==> src/rtl/fsr_pkg.sv <==
// fsr_pkg: shared types and constants for the field similarity ratio block
// used by fsr_ctrl, fsr_dp, field_similarity_ratio and fsr_checker
// no dependencies
package fsr_pkg;

	// fixed field widths
	localparam int DATA_W      = 32;
	localparam int COMP_W      = DATA_W + 1;
	localparam int S_TDATA_W   = 2 * DATA_W;
	localparam int Q_FRAC      = 16;
	localparam int SIM_W       = Q_FRAC + 1;
	localparam int M_TDATA_W   = 24;
	localparam int CFG_INDEX_W = 1;
	localparam int STEP_W      = $clog2(Q_FRAC);

	// parameter defaults
	localparam int SAMPLE_WIDTH_DEF     = 32;
	localparam int LOG2_MAX_SAMPLES_DEF = 24;

	// register indexes
	localparam logic [CFG_INDEX_W-1:0] REG_RANGE_LOW  = 1'b0;
	localparam logic [CFG_INDEX_W-1:0] REG_RANGE_HIGH = 1'b1;

	// register reset values
	localparam logic signed [DATA_W-1:0] RANGE_LOW_RST  = 32'sd0;
	localparam logic signed [DATA_W-1:0] RANGE_HIGH_RST = 32'sd255;

	// 1.0 in unsigned Q1.16
	localparam logic [SIM_W-1:0] Q_ONE = 17'h10000;

	// controller states
	typedef enum logic [1:0] {
		ST_RUN,
		ST_FLUSH,
		ST_DIV,
		ST_DONE
	} state_t;

	// controller to datapath commands
	typedef struct packed {
		logic load_s1;
		logic acc;
		logic div_load;
		logic div_step;
		logic out_load;
	} cmd_t;

endpackage

==> src/rtl/fsr_ctrl.sv <==
// fsr_ctrl: controller state machine for the field similarity ratio block
// depends on fsr_pkg; drives fsr_dp through fsr_pkg::cmd_t
module fsr_ctrl (
	input  logic          clk,
	input  logic          arst_n,
	input  logic          s_tvalid,
	input  logic          s_tlast,
	output logic          s_tready,
	input  logic          m_tready,
	output logic          m_tvalid,
	output fsr_pkg::cmd_t cmd
);

	fsr_pkg::state_t           state_q, state_d;
	logic [fsr_pkg::STEP_W-1:0] step_q, step_d;
	logic                      valid_s1;
	logic                      m_tvalid_q;
	logic                      div_busy_q;
	logic                      accept;
	logic                      out_free;

	assign accept   = s_tvalid && s_tready;
	assign out_free = !m_tvalid_q || m_tready;
	assign m_tvalid = m_tvalid_q;

	// state, step counter, stage one valid and result valid
	always_ff @(posedge clk or negedge arst_n) begin
		if (!arst_n) begin
			state_q    <= fsr_pkg::ST_RUN;
			step_q     <= '0;
			valid_s1   <= 1'b0;
			m_tvalid_q <= 1'b0;
		end else begin
			state_q  <= state_d;
			step_q   <= step_d;
			valid_s1 <= accept;
			if (cmd.out_load) begin
				m_tvalid_q <= 1'b1;
			end else if (m_tready) begin
				m_tvalid_q <= 1'b0;
			end
		end
	end

	// next state and commands
	always_comb begin
		state_d      = state_q;
		step_d       = step_q;
		s_tready     = 1'b0;
		cmd          = '0;
		cmd.acc      = valid_s1;
		case (state_q)
			fsr_pkg::ST_RUN: begin
				s_tready = 1'b1;
				if (s_tvalid && s_tlast) begin
					state_d = fsr_pkg::ST_FLUSH;
				end
			end
			// last pair is being added into the sums
			fsr_pkg::ST_FLUSH: begin
				state_d = fsr_pkg::ST_DIV;
			end
			// first cycle loads the divider, then one quotient bit a cycle
			fsr_pkg::ST_DIV: begin
				if (!div_busy_q) begin
					cmd.div_load = 1'b1;
				end else begin
					cmd.div_step = 1'b1;
					step_d       = step_q + 1'b1;
					if (step_q == fsr_pkg::STEP_W'(fsr_pkg::Q_FRAC - 1)) begin
						step_d  = '0;
						state_d = fsr_pkg::ST_DONE;
					end
				end
			end
			fsr_pkg::ST_DONE: begin
				if (out_free) begin
					cmd.out_load = 1'b1;
					state_d      = fsr_pkg::ST_RUN;
				end
			end
			default: begin
				state_d = fsr_pkg::ST_RUN;
			end
		endcase
		cmd.load_s1 = s_tvalid && s_tready;
	end

	// marks that the divider has been loaded for this run
	always_ff @(posedge clk or negedge arst_n) begin
		if (!arst_n) begin
			div_busy_q <= 1'b0;
		end else if (cmd.div_load) begin
			div_busy_q <= 1'b1;
		end else if (state_d == fsr_pkg::ST_DONE) begin
			div_busy_q <= 1'b0;
		end
	end

endmodule

==> src/rtl/fsr_dp.sv <==
// fsr_dp: datapath with range registers, clamp stage, saturating sums,
// bit-serial Q0.16 divider and result register; depends on fsr_pkg
module fsr_dp #(
	parameter int SAMPLE_WIDTH     = fsr_pkg::SAMPLE_WIDTH_DEF,
	parameter int LOG2_MAX_SAMPLES = fsr_pkg::LOG2_MAX_SAMPLES_DEF
) (
	input  logic                              clk,
	input  logic                              arst_n,
	input  fsr_pkg::cmd_t                     cmd,
	input  logic                              cfg_we,
	input  logic [fsr_pkg::CFG_INDEX_W-1:0]   cfg_index,
	input  logic [fsr_pkg::DATA_W-1:0]        cfg_wdata,
	input  logic [fsr_pkg::DATA_W-1:0]        sample_a,
	input  logic [fsr_pkg::DATA_W-1:0]        sample_b,
	output logic [fsr_pkg::SIM_W-1:0]         similarity,
	output logic                              zero_denominator
);

	localparam int SUM_W = SAMPLE_WIDTH + 1 + LOG2_MAX_SAMPLES;
	localparam int ADD_W = ((SUM_W > fsr_pkg::COMP_W) ? SUM_W : fsr_pkg::COMP_W) + 1;
	localparam int EXT_W = fsr_pkg::DATA_W + 1;
	localparam int DIF_W = fsr_pkg::DATA_W + 2;
	localparam logic [ADD_W-1:0] SUM_MAX = {{(ADD_W - SUM_W){1'b0}}, {SUM_W{1'b1}}};

	logic signed [fsr_pkg::DATA_W-1:0] range_low_q, range_high_q;
	logic signed [EXT_W-1:0]           a_ext, b_ext, low_ext, high_ext;
	logic signed [EXT_W-1:0]           a_cl, b_cl, lo_v, hi_v;
	logic signed [DIF_W-1:0]           dif_small, dif_large;
	logic [fsr_pkg::COMP_W-1:0]        comp_small_s1, comp_large_s1;
	logic [SUM_W-1:0]                  sum_small_q, sum_large_q;
	logic [ADD_W-1:0]                  add_small, add_large;
	logic [SUM_W-1:0]                  rem_q, den_q;
	logic [fsr_pkg::Q_FRAC-1:0]        quot_q;
	logic                              one_q, zero_q;
	logic [SUM_W:0]                    rem_sh;
	logic                              rem_ge;
	logic [SUM_W:0]                    rem_sub;
	logic [fsr_pkg::SIM_W-1:0]         sim_q;
	logic                              zero_out_q;

	// configuration registers
	always_ff @(posedge clk or negedge arst_n) begin
		if (!arst_n) begin
			range_low_q  <= fsr_pkg::RANGE_LOW_RST;
			range_high_q <= fsr_pkg::RANGE_HIGH_RST;
		end else if (cfg_we) begin
			case (cfg_index)
				fsr_pkg::REG_RANGE_LOW:  range_low_q  <= cfg_wdata;
				fsr_pkg::REG_RANGE_HIGH: range_high_q <= cfg_wdata;
				default: ;
			endcase
		end
	end

	// sign extend the low sample bits and clamp into the range
	always_comb begin
		a_ext    = {{(EXT_W - SAMPLE_WIDTH){sample_a[SAMPLE_WIDTH-1]}},
			sample_a[SAMPLE_WIDTH-1:0]};
		b_ext    = {{(EXT_W - SAMPLE_WIDTH){sample_b[SAMPLE_WIDTH-1]}},
			sample_b[SAMPLE_WIDTH-1:0]};
		low_ext  = {range_low_q[fsr_pkg::DATA_W-1], range_low_q};
		high_ext = {range_high_q[fsr_pkg::DATA_W-1], range_high_q};
		a_cl     = (a_ext < low_ext) ? low_ext : a_ext;
		a_cl     = (a_cl > high_ext) ? high_ext : a_cl;
		b_cl     = (b_ext < low_ext) ? low_ext : b_ext;
		b_cl     = (b_cl > high_ext) ? high_ext : b_cl;
		lo_v     = (a_cl < b_cl) ? a_cl : b_cl;
		hi_v     = (a_cl < b_cl) ? b_cl : a_cl;
		dif_small = {high_ext[EXT_W-1], high_ext} - {lo_v[EXT_W-1], lo_v};
		dif_large = {high_ext[EXT_W-1], high_ext} - {hi_v[EXT_W-1], hi_v};
	end

	// stage one: complements against range_high, never negative
	always_ff @(posedge clk) begin
		if (cmd.load_s1) begin
			comp_small_s1 <= dif_small[fsr_pkg::COMP_W-1:0];
			comp_large_s1 <= dif_large[fsr_pkg::COMP_W-1:0];
		end
	end

	// saturating accumulation
	assign add_small = ADD_W'(sum_small_q) + ADD_W'(comp_small_s1);
	assign add_large = ADD_W'(sum_large_q) + ADD_W'(comp_large_s1);

	always_ff @(posedge clk or negedge arst_n) begin
		if (!arst_n) begin
			sum_small_q <= '0;
			sum_large_q <= '0;
		end else if (cmd.div_load) begin
			sum_small_q <= '0;
			sum_large_q <= '0;
		end else if (cmd.acc) begin
			sum_small_q <= (add_small > SUM_MAX) ? SUM_MAX[SUM_W-1:0] : add_small[SUM_W-1:0];
			sum_large_q <= (add_large > SUM_MAX) ? SUM_MAX[SUM_W-1:0] : add_large[SUM_W-1:0];
		end
	end

	// restoring divider step
	assign rem_sh  = {rem_q, 1'b0};
	assign rem_ge  = rem_sh >= {1'b0, den_q};
	assign rem_sub = rem_sh - {1'b0, den_q};

	always_ff @(posedge clk) begin
		if (cmd.div_load) begin
			rem_q  <= sum_large_q;
			den_q  <= sum_small_q;
			quot_q <= '0;
			one_q  <= sum_large_q >= sum_small_q;
			zero_q <= sum_small_q == '0;
		end else if (cmd.div_step) begin
			rem_q  <= rem_ge ? rem_sub[SUM_W-1:0] : rem_q << 1;
			quot_q <= {quot_q[fsr_pkg::Q_FRAC-2:0], rem_ge};
		end
	end

	// result register
	always_ff @(posedge clk) begin
		if (cmd.out_load) begin
			zero_out_q <= zero_q;
			if (zero_q) begin
				sim_q <= '0;
			end else if (one_q) begin
				sim_q <= fsr_pkg::Q_ONE;
			end else begin
				sim_q <= {1'b0, quot_q};
			end
		end
	end

	assign similarity       = sim_q;
	assign zero_denominator = zero_out_q;

endmodule

==> src/rtl/field_similarity_ratio.sv <==
// Field similarity ratio block: weighted Jaccard style ratio of two sample
// fields. Sample pairs enter on the s_ stream, one result per run leaves on
// the m_ stream; s_tlast marks the last pair of a run.
// Range registers are written through cfg_we / cfg_index / cfg_wdata:
// index 0 is range_low, index 1 is range_high (reset 0 and 255).
// Each sample is clamped into the range; the block sums range_high minus
// the larger and minus the smaller sample and, at the end of a run, emits
// larger-sum / smaller-sum as unsigned Q1.16 (0x10000 is 1.0).
// Throughput: one pair per cycle inside a run. After the last pair the
// input stalls while the block finishes the sum, loads the divider, runs
// the bit-serial restoring divider (one quotient bit per cycle) and loads
// the result register.
// The result register lets the next run start while the result waits; if
// the receiver still holds the previous result when a new one is ready,
// the block waits with s_tready low until it is taken.
// Reset clears the sums and both valid flags and sets the range registers to 0 and 255.
// depends on fsr_pkg, fsr_ctrl, fsr_dp
module field_similarity_ratio #(
	parameter int SAMPLE_WIDTH     = fsr_pkg::SAMPLE_WIDTH_DEF,
	parameter int LOG2_MAX_SAMPLES = fsr_pkg::LOG2_MAX_SAMPLES_DEF
) (
	input  logic                              clk,
	input  logic                              arst_n,
	input  logic                              cfg_we,
	input  logic [fsr_pkg::CFG_INDEX_W-1:0]   cfg_index,
	input  logic [fsr_pkg::DATA_W-1:0]        cfg_wdata,
	input  logic                              s_tvalid,
	output logic                              s_tready,
	input  logic [fsr_pkg::S_TDATA_W-1:0]     s_tdata,   // sample_a, sample_b
	input  logic                              s_tlast,   // last_pair
	output logic                              m_tvalid,
	input  logic                              m_tready,
	output logic [fsr_pkg::M_TDATA_W-1:0]     m_tdata    // similarity, zero_denominator, pad
);

	fsr_pkg::cmd_t              cmd;
	logic [fsr_pkg::SIM_W-1:0]  similarity;
	logic                       zero_denominator;

	// controller
	fsr_ctrl u_ctrl (
		.clk      (clk),
		.arst_n   (arst_n),
		.s_tvalid (s_tvalid),
		.s_tlast  (s_tlast),
		.s_tready (s_tready),
		.m_tready (m_tready),
		.m_tvalid (m_tvalid),
		.cmd      (cmd)
	);

	// datapath
	fsr_dp #(
		.SAMPLE_WIDTH     (SAMPLE_WIDTH),
		.LOG2_MAX_SAMPLES (LOG2_MAX_SAMPLES)
	) u_dp (
		.clk              (clk),
		.arst_n           (arst_n),
		.cmd              (cmd),
		.cfg_we           (cfg_we),
		.cfg_index        (cfg_index),
		.cfg_wdata        (cfg_wdata),
		.sample_a         (s_tdata[fsr_pkg::DATA_W-1:0]),
		.sample_b         (s_tdata[fsr_pkg::S_TDATA_W-1:fsr_pkg::DATA_W]),
		.similarity       (similarity),
		.zero_denominator (zero_denominator)
	);

	// result packing
	assign m_tdata = {{(fsr_pkg::M_TDATA_W - fsr_pkg::SIM_W - 1){1'b0}},
		zero_denominator, similarity};

endmodule

==> config.mk <==
export PLATFORM = sky130hd
export DESIGN_NAME = field_similarity_ratio
export DESIGN_NICKNAME = d
export VERILOG_FILES = /design/src/rtl/fsr_pkg.sv /design/src/rtl/fsr_ctrl.sv /design/src/rtl/fsr_dp.sv /design/src/rtl/field_similarity_ratio.sv
export SDC_FILE = /design/constraint.sdc
export NUM_CORES = 1
export LEC_CHECK = 0
export BUFFER_PORTS_ARGS = -buffer_cell sky130_fd_sc_hd__clkbuf_2
export CORE_MARGIN = 10
export CORE_UTILIZATION = 40
export DETAILED_ROUTE_END_ITERATION = 7
export GPL_ROUTABILITY_DRIVEN = 0
export HOLD_SLACK_MARGIN = 0.02
export PLACE_DENSITY_LB_ADDON = 0.12
export SYNTH_ARGS = -nofsm -noshare
export SYNTH_HDL_FRONTEND = slang
export SYNTH_SLANG_ARGS = --single-unit
==> constraint.sdc <==
create_clock -name clk -period 16 [get_ports clk]
set_clock_uncertainty 0.1 [all_clocks]
set_input_delay 2.4 -clock clk [delete_from_list [all_inputs] [get_ports clk]]
set_output_delay 2.4 -clock clk [all_outputs]
set_load 0.1 [all_outputs]
### Word level (Yosys, flattened, before mapping)

Index checks and enable logic that the tools add are counted.

| cells by class | value |
|---|---|
| $lt $le $gt $ge | 9 |
| add/subtract/negate cells | 6 |
| bitwise gates (word level) | 1 |
| mux-type cells | 32 |
| reductions and logical operators | 14 |
| eq/ne operators | 5 |

Operators with widths:

| cell | number |
|---|---|
| $mux W57 | 9 |
| $mux W33 | 6 |
| $add A57 B33 Y58 | 2 |
| $gt A58 B57 Y1 const B | 2 |
| $gt A33 B32 Y1 | 2 |
| $sub A32 B33 Y33 | 2 |
| $lt A32 B32 Y1 | 2 |
| $ge A58 B57 Y1 | 1 |
| $ge A57 B57 Y1 | 1 |
| $logic_not A57 Y1 | 1 |
| $sub A57 B57 Y57 | 1 |
| $lt A33 B33 Y1 | 1 |
| $mux W17 | 1 |
| $mux W2 | 5 |
| $mux W1 | 9 |
| $pmux W2 S4 | 1 |
| $reduce_bool A2 Y1 | 4 |
| $eq A2 B2 Y1 const B | 3 |
| $reduce_and A2 Y1 | 3 |
| $add A4 B1 Y4 const B | 1 |
| $eq A4 B4 Y1 const B | 1 |
| $mux W4 | 1 |
| $eq A2 B1 Y1 const B | 1 |
| $logic_and A1 B1 Y1 | 2 |
| 5 further kinds | 5 |

| storage, ports and cells | value |
|---|---|
| output and inout port bits | 26 |
| word-level logic and storage cells | 86 |
| register bits | 403 |
| input port bits | 103 |

### Depth between registers and ports, before layout

| depth | value |
|---|---|
| depth after elaboration | 7 |
| mapped depth | 48 |
| depth with buffers taken out | 46 |

### By module

A second synthesis with hierarchy kept.

| unflattened totals | value |
|---|---|
| cell total of the unflattened synthesis | 3662 |
| area, all modules | 33487.1 um^2 |

By module, submodules not included:

| module | times used | area an instance (um^2) | cells each | seq. area each (um^2) |
|---|---|---|---|---|
| fsr_dp | 1 | 32987.9 | 3611 | 10790.3 |
| fsr_ctrl | 1 | 442.9 | 43 | 225.2 |
| field_similarity_ratio | 1 | 56.3 | 8 | 0.0 |

### Worst setup path after synthesis

Ideal clock, no wire load.

| timing | value |
|---|---|
| path kind | in2reg |
| start point | in s_tdata[57] (netlist bit) |
| end point | reg u_dp.comp_large_s1[30] (netlist bit), data pin |
| arrival | 11603 ps |
| buffers on the path | 2 |
| required time | 15635 ps |
| setup time | 265 ps |
| slack | 4032 ps |
| stages | 46 |
| path through | ha_1 a21o_1 a21oi_1 o21ai_0 a221o_1 nor2_1 o31a_1 mux2_2 buf_2 mux2_2 ha_1 a21o_1 a21o_1 a221oi_1 o22ai_1 a211o_1 nand2_2 clkbuf_1 [10 not listed] a2111oi_2 o211a_4 xnor2_4 mux2_4 ha_1 inv_1 fa_1 a211oi_1 o21ai_0 a41oi_1 o311a_1 o21ai_0 a21boi_0 o21a_1 a21oi_1 a21oi_1 o21ai_0 xor2_1 |

| on the way | value |
|---|---|
| cells in the longest elaborated chain, start to end | 7 |

Ends and longest elaborated chain:

| what | RTL line | source |
|---|---|---|
| start: declaration | field_similarity_ratio.sv:29 | `input logic [fsr_pkg::S_TDATA_W-1:0] s_tdata,` |
| $lt A32 B32 Y1 | fsr_dp.sv:65 | `b_cl = (b_ext < low_ext) ? low_ext : b_ext;` |
| $mux W33 * | fsr_dp.sv:65 |  |
| $gt A33 B32 Y1 | fsr_dp.sv:66 | `b_cl = (b_cl > high_ext) ? high_ext : b_cl;` |
| $mux W33 * | fsr_dp.sv:66 |  |
| $lt A33 B33 Y1 | fsr_dp.sv:68 | `hi_v = (a_cl < b_cl) ? b_cl : a_cl;` |
| $mux W33 * | fsr_dp.sv:68 |  |
| $sub A32 B33 Y33 * | fsr_dp.sv:70 | `dif_large = {high_ext[EXT_W-1], high_ext} - {hi_v[EXT_W-1], hi_v};` |
| via u_dp.dif_large[30] | fsr_dp.sv:28 | `logic signed [DIF_W-1:0] dif_small, dif_large;` |
| end signal: assignment | fsr_dp.sv:77 | `comp_large_s1 <= dif_large[fsr_pkg::COMP_W-1:0];` |
| end: declaration | fsr_dp.sv:29 | `logic [fsr_pkg::COMP_W-1:0] comp_small_s1, comp_large_s1;` |

The timed path passes the listed nets; every way through them passes the cells marked *.
A chain may end at the register's enable or synchronous reset.

### Final worst setup path

| timing | value |
|---|---|
| start point | in s_tdata[41] (netlist bit) |
| end point | reg u_dp.comp_large_s1[30] (netlist bit), data pin |

Same word-level chain as after synthesis.

==> impl_metrics.py <==
metrics = {
    "clocking": {
        "tritoncts_num_sinks": 403,
        "cts_setup_buffers": 0,
        "clock_tree.root_cell": "clkbuf_16",
        "post_cts_resized": 0,
        "clk_transition_reported_paths_ps": 60,
        "cts_htree_levels": 2,
        "cts_max_path_buffers": 3,
        "worst_skew_pair.late_latency_ps": 610,
        "hold_buffers": 0,
        "total_cts_buffers": 49,
        "tritoncts": "done",
    },
    "worst_setup_path": {
        "worst_setup_path_end_kind": "flip-flop",
        "reg2reg_from": "u_dp.range_low_q[9]",
        "worst_setup_path_startpoint": "s_tdata[41]",
        "arrival_time_of_data_at_the_critical_path_endpoint_ps": 14140,
        "cp_slowest_cell": "buf_4",
        "worst-r2r-setup-slack_ps": 3490,
        "timing.reg2reg.worst_path_depth": 42,
        "worst-path-max-fanout": 51,
        "timing.critical_path.slowest_cell_delay_ps": 740,
        "criticalPathCategory": "input pin to flip-flop",
        "critical_path_buf_inv_count": 5,
        "timing.rr.end": "u_dp.comp_large_s1[30]",
        "worstSetupStartpointType": "input pin",
        "cp_delay_by_family_top": "compound AO/OA/AOI/OAI gates",
        "required_ps": 16240,
    },
    "status": {
        "run_status": "complete, no violations",
    },
    "logic_synthesis": {
        "predominant_post_synthesis_flop_cell": "edfxtp_1",
        "postSynthCellCount": 3603,
        "synthTopCellsByArea": "edfxtp_1, ha_1, dfrtp_1",
        "syn_avg_cell_area_um2": 9.07,
        "synth_largest_type_area_fraction": 0.184,
        "synth_edf_count": 200,
        "synth_seq_cells": 403,
        "mappedNetlistArea_um2": 32700,
        "yosysWarningCount": 0,
        "synth_cell_type_count": 96,
        "synth_sequential_area_ratio": 0.337,
        "synth_top_cell_by_area": "edfxtp_1",
        "postSynth.asyncResetShare": 0.464,
    },
    "sta": {
        "hold_slack_ps": 334,
        "rsz_0062_raised_after_global_routing": "no",
        "min_period_over_period": 0.868,
        "final-setup-viol-count": 0,
        "finalCriticalPeriod_ps": 13890,
        "final-max-slew-violation-count": 0,
        "worst_slew_margin_relative_to_its_limit": 0.238,
        "worstMarginPinSlew_ps": 1130,
        "fmax_mhz": 72.0,
        "totalNegativeSetupSlack_ps": 0,
        "final_hold_violations": 0,
    },
    "routing": {
        "via_per_inst": 5.63,
        "routed-via-count": 26800,
        "routedWlPerCell_um": 20.3,
        "met3_wirelength_um": 4470,
        "met1Wirelength_um": 47200,
        "drt_iter0_drc": 2240,
        "drt_wl_total_um": 97000,
        "met2_routed_length_um": 42800,
        "drc_errors": 0,
        "drt_first_pass_iters": 6,
        "drt.antenna.violating_nets": 0,
        "route.top_layer_used": "met4",
    },
    "place": {
        "place_hpwl_um": 76600,
        "post-place-cells": 4674,
        "port_buffers": 122,
    },
    "layout": {
        "n_fill_cell": 7949,
        "proportion_of_layout_cells_with_a_drive_suffix_above_1": 0.107,
        "n_antenna_cell": 0,
        "area_growth_syn_to_layout_pct": 9.62,
        "nets": 4175,
        "finish.cell_count_without_fillers": 4765,
    },
    "global_route": {
        "grt_start_max_net_pins": 106,
        "grt_antenna_before_repair": 0,
        "gr-usage-all-layers": 0.201,
        "grt_pass1_vias": 26000,
        "grt_remaining_overflow": 0,
        "first_pass_grt_wire_length_um": 152000,
    },
    "floorplanning": {
        "chipHeight_um": 306,
        "width_of_the_die_um": 306,
        "fp.dieArea_um2": 93500,
        "floorplan.rows": 104,
        "core_um2": 80800,
        "start_util": 0.404,
        "top_level_ports": 129,
    },
    "hold_path": {
        "timing.hold.worst.start": "u_dp.quot_q[15]",
        "whs_endpoint": "u_dp.quot_q[15]",
        "timing.hold.worst_path_depth": 2,
        "worstHoldPathType": "flip-flop to flip-flop",
    },
    "flow_run": {
        "drv_cap": 0,
    },
}
-- placed cells by master, fill, tap and decap left out, types with 22 or more instances in the layout --
cell type	count
ha_1	402
a21oi_1	335
nand2_1	286
inv_1	264
nor2_1	231
o21ai_0	225
edfxtp_1	200
dfrtp_1	178
a21o_1	159
mux2_2	127
clkbuf_2	121
xnor2_1	101
nand3_1	85
a31oi_1	83
nand4_1	67
mux2i_1	64
xor2_1	64
nor3_1	50
clkbuf_16	49
and3_1	37
and2_1	36
a211oi_1	34
nor2b_1	33
o21a_1	33
o21ai_1	31
o21bai_1	31
nor4_1	30
a221oi_1	22
buf_4	22
-- layer usage --
| metal | global-route usage | vias up |
|---|---|---|
| met3 | 0.0281 | 105 |
| met5 | 0 | - |
| met4 | 0.0537 | 0 |
| met1 | 0.284 | 12700 |
| li1 | - | 13400 |
| met2 | 0.319 | 616 |
-- registers in the layout, summed over array words and instances (netlist names) --
signal	count
u_dp.zero_denominator	1
u_dp.sum_small_q	57
u_dp.den_q	57
u_ctrl.valid_s1	1
u_dp.range_low_q	32
u_ctrl.m_tvalid	1
u_dp.one_q	1
u_ctrl.div_busy_q	1
u_dp.comp_large_s1	33
u_dp.similarity	17
u_ctrl.step_q	4
u_dp.quot_q	16
u_dp.range_high_q	32
u_dp.zero_q	1
u_dp.sum_large_q	57
u_ctrl.state_q	2
u_dp.comp_small_s1	33
u_dp.rem_q	57
-- logic make-up after synthesis --
kind of cell,Yosys count,share of synthesized area
flip-flops,403,0.337
XOR/XNOR,166,0.0451
multiplexers,195,0.0650
AO/OA/AOI/OAI,1092,0.208
buffers and inverters,407,0.0514
AND/OR/NAND/NOR,932,0.136
other,1,0.000115
adder cells (fa/ha/maj),407,0.157
-- cell usage after synthesis, types with 8 or more instances --
cell type  count
or2_2         10
nor3_1        50
xnor2_1      101
nand2_1      286
a221oi_1      22
a211oi_1      34
o211ai_1      15
clkbuf_1     103
edfxtp_1     200
nor2b_1       34
nand3_1       85
a41oi_1       14
a21oi_1      335
a31oi_1       83
xor2_1        64
or3_1          8
dfxtp_1       16
o21ai_0      225
dfstp_2        8
nor4_1        30
and4_1         9
and3_1        37
o31ai_1       12
o21bai_1      31
inv_1        266
ha_1         402
nor2_1       231
a311oi_1      10
a2111oi_0     10
buf_2         16
o22ai_1       11
a21o_1       159
o21ai_1       31
o21a_1        33
dfrtp_1      179
mux2i_1       65
nand4_1       67
and2_1        37
mux2_2       127
nand2b_1      22
buf_4          9
-- worst max-delay path by stage --
stage | end | slack (ps) | depth (start not counted)
after floorplan | u_dp.comp_large_s1[30] | 4030 | 46
after global placement | u_dp.comp_large_s1[30] | 1550 | 42
after detailed placement | u_dp.comp_large_s1[30] | 1380 | 42
after CTS | u_dp.comp_large_s1[30] | 2030 | 42
after global routing | u_dp.comp_large_s1[30] | 930 | 42
final | u_dp.comp_large_s1[30] | 2110 | 42
-- area by class of cell --
| type | count | area, um2 | area share |
|---|---|---|---|
| multi-input combinational | 2798 | 20100 | 0.560 |
| sequential | 403 | 11000 | 0.308 |
| tap | 1060 | 1330 | 0.0370 |
| clock buffer | 65 | 1310 | 0.0365 |
| inverter | 269 | 1010 | 0.0283 |
| timing repair buffer | 144 | 785 | 0.0219 |
| clock inverter | 26 | 319 | 0.00891 |
-- tightest hold or removal path: cells and delay by family (launching register included) --
kind | cells | cell delay (ps)
DFF | 1 | 310
and+or+nand+nor | 2 | 90
-- metrics by stage --
stage	util	instance area, um2	worst slack, ps
2_1_floorplan	-	32700	4030
3_3_place_gp	0.423	34200	1550
3_5_place_dp	0.423	34200	1380
4_1_cts	0.443	35800	2030
5_1_grt	0.443	35800	933
6_report	0.443	35800	2110
Power is not shown: default switching activity piles up to over one toggle a cycle in this logic, so the estimate is an artifact.
